--- src/rtl/gesp_pkg.sv ---
// ----------------------------------------------------------------------------
// gesp_pkg
// Shared types and constants for the greedy edge stream partitioner.
// ----------------------------------------------------------------------------
`default_nettype none

package gesp_pkg;

  // fixed field widths
  localparam int VID_W     = 11;
  localparam int GRP_OUT_W = 2;
  localparam int OUTC_W    = 2;
  localparam int NG_W      = 3;
  localparam int QUOTA_W   = 24;
  localparam int CFG_IDX_W = 1;

  // parameter defaults
  localparam int DEF_MAX_GROUPS   = 4;
  localparam int DEF_MAX_VERTICES = 2048;
  localparam int DEF_LOAD_WIDTH   = 24;
  localparam int QUEUE_DEPTH      = 2;

  // reset value of the group count register
  localparam logic [NG_W-1:0] RST_NUM_GROUPS = 3'd4;

  // fixed-point shift for the vertex wrap reciprocal
  localparam int RECIP_SHIFT = 24;

  typedef enum logic [CFG_IDX_W-1:0] {
    CFG_NUM_GROUPS = 1'b0,
    CFG_EDGE_QUOTA = 1'b1
  } gesp_cfg_idx_t;

  typedef enum logic [OUTC_W-1:0] {
    OUT_SKIP     = 2'd0,
    OUT_DEST_NEW = 2'd1,
    OUT_SRC_NEW  = 2'd2,
    OUT_BOTH_NEW = 2'd3
  } gesp_outcome_t;

  typedef enum logic [1:0] {
    ST_CLEAR,
    ST_IDLE,
    ST_EXEC,
    ST_WRITE2
  } gesp_state_t;

  typedef struct packed {
    logic [VID_W-1:0] src_vertex;
    logic [VID_W-1:0] dest_vertex;
  } gesp_in_t;

  typedef struct packed {
    logic [GRP_OUT_W-1:0] src_group;
    logic [GRP_OUT_W-1:0] dest_group;
    logic [OUTC_W-1:0]    outcome;
  } gesp_out_t;

endpackage

`default_nettype wire

--- src/rtl/gesp_front.sv ---
// ----------------------------------------------------------------------------
// gesp_front
// Input stage: takes edge beats, wraps vertex ids into table range, flags
// self loops and pushes the classified edge into the work queue.
// ----------------------------------------------------------------------------
`default_nettype none

module gesp_front #(
  parameter int MAX_VERTICES = gesp_pkg::DEF_MAX_VERTICES,
  parameter int AW           = $clog2(gesp_pkg::DEF_MAX_VERTICES)
) (
  input  wire logic                clk,
  input  wire logic                rst,
  input  wire logic                in_valid,
  output logic                     in_stall,
  input  wire gesp_pkg::gesp_in_t  in_data,
  input  wire logic                clearing,
  input  wire logic                q_full,
  output logic                     q_push,
  output logic [2*AW:0]            q_entry
);
  import gesp_pkg::*;

  localparam int PW = VID_W + RECIP_SHIFT;
  localparam logic [PW-1:0] RECIP = PW'((1 << RECIP_SHIFT) / MAX_VERTICES);

  logic             a_valid;
  logic [VID_W-1:0] a_src;
  logic [VID_W-1:0] a_dest;
  logic [VID_W-1:0] a_qs;
  logic [VID_W-1:0] a_qd;
  logic [PW-1:0]    prod_s;
  logic [PW-1:0]    prod_d;
  logic             take;
  logic [AW-1:0]    ws;
  logic [AW-1:0]    wd;

  // remainder from an estimated quotient that is at most one low
  function automatic logic [AW-1:0] wrap(input logic [VID_W-1:0] v,
                                         input logic [VID_W-1:0] q);
    logic [31:0] r;
    r = 32'(v) - 32'(q) * 32'(MAX_VERTICES);
    if (r >= 32'(MAX_VERTICES)) r = r - 32'(MAX_VERTICES);
    return r[AW-1:0];
  endfunction

  assign prod_s = PW'(in_data.src_vertex) * RECIP;
  assign prod_d = PW'(in_data.dest_vertex) * RECIP;

  assign in_stall = clearing || (a_valid && q_full);
  assign take     = in_valid && !in_stall;
  assign q_push   = a_valid && !q_full;

  assign ws      = wrap(a_src, a_qs);
  assign wd      = wrap(a_dest, a_qd);
  assign q_entry = {(ws == wd), wd, ws};

  always_ff @(posedge clk) begin
    if (rst) begin
      a_valid <= 1'b0;
    end else if (take) begin
      a_valid <= 1'b1;
    end else if (q_push) begin
      a_valid <= 1'b0;
    end
  end

  always_ff @(posedge clk) begin
    if (take) begin
      a_src  <= in_data.src_vertex;
      a_dest <= in_data.dest_vertex;
      a_qs   <= prod_s[RECIP_SHIFT +: VID_W];
      a_qd   <= prod_d[RECIP_SHIFT +: VID_W];
    end
  end

endmodule

`default_nettype wire

--- config.mk ---
export PLATFORM = sky130hd
export DESIGN_NAME = gesp_front
export DESIGN_NICKNAME = d
export VERILOG_FILES = /design/src/rtl/gesp_pkg.sv /design/src/rtl/gesp_front.sv
export SDC_FILE = /design/constraint.sdc
export NUM_CORES = 1
export LEC_CHECK = 0
export ABC_AREA = 0
export BUFFER_PORTS_ARGS = -buffer_cell sky130_fd_sc_hd__buf_2
export CAP_MARGIN = 20
export CORE_MARGIN = 3
export CORE_UTILIZATION = 44
export CTS_CLUSTER_DIAMETER = 100
export DETAILED_ROUTE_END_ITERATION = 6
export GPL_TIMING_DRIVEN = 1
export PLACE_DENSITY = 0.9
export RECOVER_POWER = 100
export SLEW_MARGIN = 20
export SYNTH_ARGS = -nofsm -noshare
export SYNTH_HDL_FRONTEND = slang
export SYNTH_SLANG_ARGS = --single-unit
--- constraint.sdc ---
create_clock -name clk -period 4.41 [get_ports clk]
set_input_delay 0.882 -clock clk [delete_from_list [all_inputs] [get_ports clk]]
set_output_delay 0.882 -clock clk [all_outputs]
set_load 0.005 [all_outputs]
# After elaboration in Yosys (flattened, before gate mapping)
# Index checks and enable logic that the tools add are counted.
# W data, S select, Z words.
# word_totals
regBits	23
in_bits	27
out_inout_bits	25
wordCells	19
# op_classes
n_addsub	2
n_lt_le_gt_ge	2
eq_ne	1
n_mux	4
reduce_logical	7
# ops
operator	count
$ge A11 B12 Y1 const B	2
$mux W11	2
$sub A11 B1 Y11 const B	2
$eq A11 B11 Y1	1
$logic_and A1 B1 Y1	3
$logic_not A1 Y1	2
$mux W1	2
$reduce_bool A2 Y1	1
$logic_or A1 B1 Y1	1

# Depth between registers and ports, before layout
# depth
word_depth	5
ltp_mapped	3

# Least setup slack after synthesis
# No wires, ideal clock.
# synth_timing
kind	input to register
from	input port clearing
to	register a_dest[0], enable pin
setup_time_ns	0.401
arrival_time_ns	1.995
t_required_ns	4.009
setup_slack_ns	2.014
cell_stages	2
path_buffers	0
cell_sequence	nand2b_1 -> nor2_1
# synth_via
elab_chain_len	3
# synth_rtl
item	line_no	source
start: declaration	gesp_front.sv:17	input wire logic clearing,
$logic_or A1 B1 Y1	gesp_front.sv:50	assign in_stall = clearing || (a_valid && q_full);
$logic_not A1 Y1	gesp_front.sv:51	assign take = in_valid && !in_stall;
$logic_and A1 B1 Y1	gesp_front.sv:51	
net take	gesp_front.sv:34	logic take;
end signal: assignment	gesp_front.sv:71	a_dest <= in_data.dest_vertex;
end: declaration	gesp_front.sv:29	logic [VID_W-1:0] a_dest;
# The timed path passes the listed nets, and every way through them passes these cells.
# A chain may end at the register's enable or synchronous reset.

# Worst setup path after layout
# layout_timing
from	input port q_full
to	register a_dest[1], enable pin
# layout_via
elab_chain_len	4
# layout_rtl
item	line_no	source
start: declaration	gesp_front.sv:18	input wire logic q_full,
$logic_and A1 B1 Y1	gesp_front.sv:50	
$logic_or A1 B1 Y1	gesp_front.sv:50	
$logic_not A1 Y1	gesp_front.sv:51	
$logic_and A1 B1 Y1	gesp_front.sv:51	
net take	gesp_front.sv:34	
# The timed path passes the listed nets, and every way through them passes these cells.

==> out/qor.yml <==
finalSetupViolations: 0
maxCapViolations: 0
tightest_slew_ns: 0.779
clk-insertion-delay-late_ns: 0.30
initial_utilization_pct: 47.6
grt_usage_pct: 13.9
final_cells: 126
netlist.area_leader.share_pct: 78.7
cts_resized: 0
skew_ns: 0.00107
p_leak_nw: 0.443
critPathMaxFanout: 15
cp_data_arrival_time_ns: 2.31
grt_pass1_wl_um: 2480
synth_seq_cells: 23
ys_seq_area_share_pct: 81.1
grt_max_degree: 23
port_buffers: 51
path_class: "in2reg"
die_h_um: 49.7
finalWirelength_um: 1640
drive_gt1_share_pct: 41.6
period_needed_ns: 2.37
grt_overflow: 0
hold-worst-slack_ns: 0.505
cts_buffer_depth: 2
final_antenna_net_count: 0
post-route-period-util_pct: 53.7
h-tree-depth: 1
yosysWarnings: 0
drc_errors: 0
io_pins: 52
placed_area_um2: 1130
layout.nets: 129
finalPower_mw: 0.382
cts_tree: "built"
critical_path.cell_chain: "buf_2 -> nand2_1 -> nand2b_1 -> nor2_1 -> clkbuf_1"
finalSetupTns_ns: 0
place_hpwl_um: 1250
drv_slew: 0
final_area_um2: 1140
post_cts_buffers: 0
avgSynthCellArea_um2: 18.7
core_um2: 1760
max_stage_delay_ns: 0.66
cts.sinks: 23
antenna_cells: 0
syn_to_final_growth_pct: 35.3
yosys.area.top_type: "edfxtp_1"
place.gp.congestion: 0.630
root_buffer: "clkbuf_4"
p_per_area_nw_per_um2: 337
antenna_found_initial: 0
synth.distinct_cells: 12
vias: 569
syn_nets: 72
drt-pass1-iter-count: 5
die_w_um: 49.7
num_rows: 15
syn_inst: 45
grt_pass1_vias: 590
final_common_cell: "buf_2"
ctsHoldBuffers: 0
max-vdd-ir-drop_uv: 280
slowest_stage: "clkbuf_1"
layout_common_cells: "36 x buf_2, 22 x edfxtp_1, 14 x clkbuf_1, 11 x xnor2_1, 3 x clkbuf_4"
cts_inserted_buffers: 3
cp-end-kind: "flip-flop"
cp.required_ns: 4.36
viasPerCell: 4.52
relSlewSlack_pct: 48.1
dp_cells: 121
hold_viol: 0
startpoint_type: "input pin"
rsz0062_at_grt: "false"
hold_path.class: "reg2reg"
synth.area.top_cells: "edfxtp_1 79%, xnor2_1 11%, dfxtp_1 2.4%"
mappedNetlistArea_um2: 840
dieArea_um2: 2470
clk_pin_slew_ns: 0.12
outcome: "finished, final reports clean"
wl_per_cell_um: 13.0
fmax_mhz: 422
initialDrtViolationCount: 2
-- worst max-delay path, delay by kind of cell --
kind | cells | cell delay [ns]
buf+inv | 2 | 0.76
simple gates | 3 | 0.66
-- area by class of cell --
type                            count  area, um2
Clock inverter                      1       5.00
Inverter                            1       3.75
Clock buffer                        3       22.5
Tap cell                           25       31.3
Multi-Input combinational cell     21        150
Timing Repair Buffer               52        243
Sequential cell                    23        681
Fill cell                         153        628
-- Yosys cell counts --
| master | n |
|---|---|
| a21oi_1 | 1 |
| dfxtp_1 | 1 |
| edfxtp_1 | 22 |
| inv_1 | 1 |
| nand2_1 | 1 |
| nand2b_1 | 2 |
| nand3_1 | 1 |
| nand4_1 | 2 |
| nor2_1 | 1 |
| nor2b_1 | 1 |
| nor3_2 | 1 |
| xnor2_1 | 11 |
-- final timing paths --
check | endpoint | cells after the start | slack [ns] | startpoint
min | a_valid | 2 | 0.50 | a_valid
min reg2reg | a_valid | 2 | 0.50 | a_valid
max reg2reg | a_dest[1] | 4 | 2.39 | a_valid
max | a_dest[1] | 5 | 2.04 | q_full
-- cells by family after synthesis --
kind of cell | Yosys count | synth area share, %
flops | 23 | 81.1
xor+xnor | 11 | 11.5
simple gates | 9 | 6.41
compound gates | 1 | 0.596
buf+inv | 1 | 0.447
-- routing by layer --
metal | wire [um] | track usage, % | vias up
met5 | 0 | 0 | -
met4 | 60 | 10.1 | 0
met3 | 152 | 4.83 | 6
met2 | 850 | 23.8 | 33
met1 | 572 | 13.7 | 256
li1 | - | - | 274
-- per-stage QoR --
| step | utilization (%) | setup WS [ns] |
|---|---|---|
| final | 64.4 | 2.04 |
| after detailed placement | 64.0 | 2.06 |
| after global routing | 64.4 | 1.89 |
| after CTS | 65.5 | 2.16 |
| after floorplan | - | 2.01 |
| after global placement | 64.0 | 2.16 |
-- where the power goes --
| group | internal (mW) | switching (mW) | leakage, nW |
|---|---|---|---|
| combinational | 0.0189 | 0.0152 | 0.211 |
| sequential | 0.251 | 0.00569 | 0.214 |
| clock | 0.0338 | 0.0580 | 0.0177 |
-- registers in the layout, indices dropped and copies added (netlist names) --
register,count
a_dest,11
a_src,11
a_valid,1
Note: power is estimated with default switching activity, not from simulation.
