--- src/rtl/gesp_pkg.sv ---
// ----------------------------------------------------------------------------
// gesp_pkg
// Shared types and constants for the greedy edge stream partitioner.
// ----------------------------------------------------------------------------
`default_nettype none

package gesp_pkg;

  // fixed field widths
  localparam int VID_W     = 11;
  localparam int GRP_OUT_W = 2;
  localparam int OUTC_W    = 2;
  localparam int NG_W      = 3;
  localparam int QUOTA_W   = 24;
  localparam int CFG_IDX_W = 1;

  // parameter defaults
  localparam int DEF_MAX_GROUPS   = 4;
  localparam int DEF_MAX_VERTICES = 2048;
  localparam int DEF_LOAD_WIDTH   = 24;
  localparam int QUEUE_DEPTH      = 2;

  // reset value of the group count register
  localparam logic [NG_W-1:0] RST_NUM_GROUPS = 3'd4;

  // fixed-point shift for the vertex wrap reciprocal
  localparam int RECIP_SHIFT = 24;

  typedef enum logic [CFG_IDX_W-1:0] {
    CFG_NUM_GROUPS = 1'b0,
    CFG_EDGE_QUOTA = 1'b1
  } gesp_cfg_idx_t;

  typedef enum logic [OUTC_W-1:0] {
    OUT_SKIP     = 2'd0,
    OUT_DEST_NEW = 2'd1,
    OUT_SRC_NEW  = 2'd2,
    OUT_BOTH_NEW = 2'd3
  } gesp_outcome_t;

  typedef enum logic [1:0] {
    ST_CLEAR,
    ST_IDLE,
    ST_EXEC,
    ST_WRITE2
  } gesp_state_t;

  typedef struct packed {
    logic [VID_W-1:0] src_vertex;
    logic [VID_W-1:0] dest_vertex;
  } gesp_in_t;

  typedef struct packed {
    logic [GRP_OUT_W-1:0] src_group;
    logic [GRP_OUT_W-1:0] dest_group;
    logic [OUTC_W-1:0]    outcome;
  } gesp_out_t;

endpackage

`default_nettype wire

--- src/rtl/gesp_fifo.sv ---
// ----------------------------------------------------------------------------
// gesp_fifo
// Short queue between the input stage and the placement engine.
// ----------------------------------------------------------------------------
`default_nettype none

module gesp_fifo #(
  parameter int WIDTH = 8,
  parameter int DEPTH = gesp_pkg::QUEUE_DEPTH
) (
  input  wire logic             clk,
  input  wire logic             rst,
  input  wire logic             push,
  input  wire logic [WIDTH-1:0] din,
  input  wire logic             pop,
  output logic [WIDTH-1:0]      dout,
  output logic                  full,
  output logic                  empty
);
  import gesp_pkg::*;

  localparam int PW = (DEPTH > 1) ? $clog2(DEPTH) : 1;
  localparam int CW = $clog2(DEPTH + 1);

  logic [WIDTH-1:0] mem [DEPTH];
  logic [PW-1:0]    wr_ptr;
  logic [PW-1:0]    rd_ptr;
  logic [CW-1:0]    count;
  logic             do_push;
  logic             do_pop;

  assign full    = (count == CW'(DEPTH));
  assign empty   = (count == '0);
  assign do_push = push && !full;
  assign do_pop  = pop && !empty;
  assign dout    = mem[rd_ptr];

  always_ff @(posedge clk) begin
    if (rst) begin
      wr_ptr <= '0;
      rd_ptr <= '0;
      count  <= '0;
    end else begin
      if (do_push) begin
        wr_ptr <= (wr_ptr == PW'(DEPTH - 1)) ? '0 : wr_ptr + 1'b1;
      end
      if (do_pop) begin
        rd_ptr <= (rd_ptr == PW'(DEPTH - 1)) ? '0 : rd_ptr + 1'b1;
      end
      if (do_push && !do_pop) begin
        count <= count + 1'b1;
      end else if (do_pop && !do_push) begin
        count <= count - 1'b1;
      end
    end
  end

  always_ff @(posedge clk) begin
    if (do_push) begin
      mem[wr_ptr] <= din;
    end
  end

endmodule

`default_nettype wire

--- config.mk ---
export PLATFORM = sky130hd
export DESIGN_NAME = gesp_fifo
export DESIGN_NICKNAME = d
export VERILOG_FILES = /design/src/rtl/gesp_pkg.sv /design/src/rtl/gesp_fifo.sv
export SDC_FILE = /design/constraint.sdc
export NUM_CORES = 1
export LEC_CHECK = 0
export ABC_AREA = 1
export BUFFER_PORTS_ARGS = -buffer_cell sky130_fd_sc_hd__buf_2
export CAP_MARGIN = 20
export CORE_MARGIN = 8
export CORE_UTILIZATION = 25
export CTS_BUF_LIST = sky130_fd_sc_hd__clkbuf_4
export CTS_CLUSTER_DIAMETER = 200
export DETAILED_ROUTE_END_ITERATION = 10
export GPL_TIMING_DRIVEN = 0
export MAX_ROUTING_LAYER = met4
export PLACE_DENSITY = 0.55
export SYNTH_ARGS = -nofsm -noshare
export SYNTH_HDL_FRONTEND = slang
export SYNTH_SLANG_ARGS = --single-unit
export TNS_END_PERCENT = 100
--- constraint.sdc ---
create_clock -name clk -period 2.99 [get_ports clk]
set_input_delay 0.1495 -clock clk [delete_from_list [all_inputs] [get_ports clk]]
set_output_delay 0.1495 -clock clk [all_outputs]
set_load 0.03 [all_outputs]
## Word-level counts from Yosys, hierarchy flattened

Memories as Yosys holds them, arrays and structs flattened. A register that Yosys moved wholly into a read port is not among the register bits.
Index checks and enable logic that the tools add are counted.

- Bits in registers: 4
- RAM bits: 16
- Memories kept: 1
- Output and inout port bits: 10
- Logic and storage cells: 27
- Input port bits: 12

- Eq/ne operators: 1
- Reductions and logical operators: 10
- Multiplexer cells: 8
- $add $sub $neg: 4

Memories:

| memory | depth | width | rd ports | clocked after memory_dff | wr ports | RTL line | RTL |
|---|---|---|---|---|---|---|---|
| mem | 2 | 8 | 1 | 1 | 1 | gesp_fifo.sv:25 | `logic [WIDTH-1:0] mem [DEPTH];` |

Operator list:

| kind | number |
|---|---|
| 1-bit 2-to-1 mux | 6 |
| 1-bit logical AND | 4 |
| 1-bit logical NOT | 4 |
| 2-bit 2-to-1 mux | 2 |
| 1-bit adder (second input constant) | 2 |
| 2-bit by 1-bit adder with 2-bit output (second input constant) | 1 |
| 2-bit equality test (second input constant) | 1 |
| 2-bit logical NOT | 1 |
| 2-bit nonzero test | 1 |
| 2-bit by 1-bit subtractor with 2-bit output (second input constant) | 1 |

## Depth between registers and ports, before layout

- Depth after elaboration: 7
- Gate-level depth with buffers: 10
- Depth with buffers taken out: 10

## Least setup slack after synthesis

No wires, ideal clock.

- Kind: reg2reg
- From: register count[0]
- To: memory mem[1][0] (enable)
- Data arrival time: 0.951 ns
- Library setup time: 0.370 ns
- Buffers on the path: 0
- Period minus slack after synthesis: 1.321 ns
- Cell stages (with the launch flop): 3
- Path slack: 1.669 ns
- Data required time: 2.620 ns
- Path through: dfxtp_1 > o21ai_2 > nor2_1

- Cells in the longest elaborated chain, start to end: 5

Ends and longest elaborated chain:

| what | RTL line | RTL |
|---|---|---|
| start, declared | gesp_fifo.sv:28 | `logic [CW-1:0] count;` |
| start signal, assigned | gesp_fifo.sv:51 | `count <= count + 1'b1;` |
| start signal, assigned | gesp_fifo.sv:53 | `count <= count - 1'b1;` |
| 2-bit equality test | gesp_fifo.sv:32 | `assign full = (count == CW'(DEPTH));` |
| 1-bit logical NOT | gesp_fifo.sv:34 | `assign do_push = push && !full;` |
| 1-bit logical AND | gesp_fifo.sv:34 |  |
| 1-bit 2-to-1 mux | gesp_fifo.sv:59 | `if (do_push) begin` |
| 1-bit 2-to-1 mux (implied by the code) | gesp_fifo.sv:60 | `mem[wr_ptr] <= din;` |
| end, declared | gesp_fifo.sv:25 |  |

Every way passes these cells.

## Worst setup path in the final report

- From: register count[0]
- To: memory mem[0][3] (enable)

Same word-level chain as after synthesis.

==> flow_summary.ini <==
[synth]
synth_area_leader_cell = edfxtp_1
synth_cell_types = 16
yosys-top-cells-area = edfxtp_1, dfxtp_1, mux2_2
synth_enable_flop_cells = 16
synth_nets = 75
synth_seq_cells = 21
synthArstFlopShare = 0
synth.most_common_cell = edfxtp_1
synth.yosys.seq_area_share = 0.701
syn-instance-count = 62
yosys-top-cells-count = edfxtp_1, nor2_1, mux2_2, inv_1, dfxtp_1
ys_warn_count = 0
synth_area_per_cell_um2 = 13.4
syn_area_um2 = 828
synthDominantCellAreaShare = 0.580
ys.flop_type = edfxtp_1

[power]
vdd_ir_drop_max_mv = 0.371
p_leak_nw = 0.413
p_per_area_mw_per_mm2 = 847

[worst_setup_path]
cp_slowest_cell = nor2_1
crit_type = flop to flop
critPathMaxFanout = 8
worst_path_largest_cell_delay_ns = 0.57
crit_arrival_ns = 1.53
crit_end = mem[0][3]
r2r-start = count[0]
crit_path_end_kind = flop
startpoint = count[0]
ff2ff_path_depth = 2
startpoint_type = flop
required_ns = 2.94
crit_chain = o21ai_2, nor2_1
r2r_end = mem[0][3]
rrSetupSlack_ns = 1.40

[floorplan]
dieArea_mm2 = 0.00541
die_y_um = 73.6
coreArea_mm2 = 0.00326
rows = 21
io_pins = 22
start_util = 0.254
fp.dieW_um = 73.6

[timing]
period_share = 0.531
hold_viol_final = 0
fmaxAchievable_ghz = 0.630
timing.final.ws_setup_ns = 1.40
setup-violations-final = 0
tightestPinTransition_ns = 0.715
slew-limit-headroom = 0.522
setup_tns_ns = 0
fin_crit_ns = 1.59
finalMaxSlewViolations = 0
finalClockSkew_ns = 0.0102
rsz0062_at_grt = no

[placed_design]
place_inst = 129
portBuffers = 21
dp_hpwl_mm = 1.11
post_dp_cell_area_um2 = 991
gp_congestion = 0.675
dpl_worst_slack_ns = 1.39

[clock_network]
clk_pin_slew_ns = 0.12
clk_path_buf_depth = 2
hold_buffers = 0
clkLatencyLatePin_ns = 0.31
cts_tree = yes
cts_made_buffers = 3
cts_max_level = 1
postCtsSetupRepairBufs = 0
cts_root_buffer = clkbuf_4
cts_resized = 0
cts_sinks = 21

[route]
dr.pass1.iters = 2
ant_nets = 0
via_per_inst = 3.89
finalWirelength_mm = 1.47
wl_per_cell_um = 11.0
drc = 0
drt_first_iter_violations = 2
vias = 517

[finish]
drive_gt1_frac = 0.448
nFillCells = 344
multi_input_area_um2 = 209
diodes = 0
areaGrowthSynthToFinish_pct = 23.0
fin_cells = 133
nets = 101
final_area_mm2 = 0.00102
seqCellArea_um2 = 581

[status]
outcome = completed

[job]
cap_violations = 0

[global_route]
grt_max_degree = 13
antenna_found_initial = 0
grt_pass1_wl_mm = 2.35
grt_pass1_vias = 566
grt.overflow.total = 0
grt_usage = 0.0606

[min_path]
holdCritPathClass = input port to flop
## worst min-delay path by stage
stage | startpoint | to | depth (start not counted)
6_report | din[7] | mem[0][7] | 1
5_1_grt | din[7] | mem[0][7] | 1
4_1_cts | din[7] | mem[1][7] | 1
3_5_place_dp | din[7] | mem[1][7] | 1
3_3_place_gp | din[6] | mem[1][6] | 1
2_1_floorplan | din[0] | mem[0][0] | 0
## power breakdown
group	switching [mW]	leakage (nW)	internal, mW
Combinational	0.210	0.205	0.114
Clock	0.0855	0.0177	0.0500
Sequential	0.0309	0.191	0.373
Total	0.327	0.413	0.536
## registers in the layout (all words and copies together) (netlist names), named ones only
name,flops
wr_ptr,1
rd_ptr,1
count,2
mem,16
## critical path: cells and delay by family, from the launching register on
kind | cells | cell delay, ns
AO/OA/AOI/OAI | 1 | 0.14
flip-flops | 1 | 0.51
AND/OR/NAND/NOR | 1 | 0.57
## cell families (layout without fill, tap and decap cells)
family / count (synthesis) / count (layout) / share of synthesized area
flops: 21 / 21 / 0.701
compound gates: 6 / 6 / 0.0453
fa+ha+maj: 1 / 1 / 0.0151
mux: 8 / 8 / 0.109
simple gates: 16 / 16 / 0.0831
buf+inv: 10 / 35 / 0.0468
## through the flow
step	hold WS [ns]	util	total power, mW
2_1_floorplan	0.248	-	0.653
3_3_place_gp	0.339	0.304	0.730
5_1_grt	0.00661	0.313	0.919
6_report	0.0175	0.313	0.863
3_5_place_dp	0.341	0.304	0.738
4_1_cts	0.0146	0.313	0.874
## cell type report
cell class / count / area share
flip-flops and latches: 21 / 0.570
multi-input cells: 31 / 0.205
repair buffers: 21 / 0.103
well taps: 46 / 0.0565
inverters: 9 / 0.0332
clock buffers: 3 / 0.0221
clock inverters: 1 / 0.00491
plain buffers: 1 / 0.00491
## cells in the final DEF, fill, tap and decap left out, drive strengths merged
cell / instances
and2: 1
ha: 1
clkinv: 1
nand3: 1
edfxtp: 16
inv: 9
a21oi: 1
mux2: 8
nor2: 9
clkbuf: 3
buf: 22
nand4: 1
dfxtp: 5
nand2: 4
o21ai: 5
## metal layers
metal / up-vias / global-route usage / wire, µm
li1: 261 / - / -
met1: 232 / 0.0609 / 703
met2: 19 / 0.100 / 636
met3: 5 / 0.0218 / 100
met4: 0 / 0.0333 / 29
met5: - / - / 0
(Power assumes the default switching activity.)
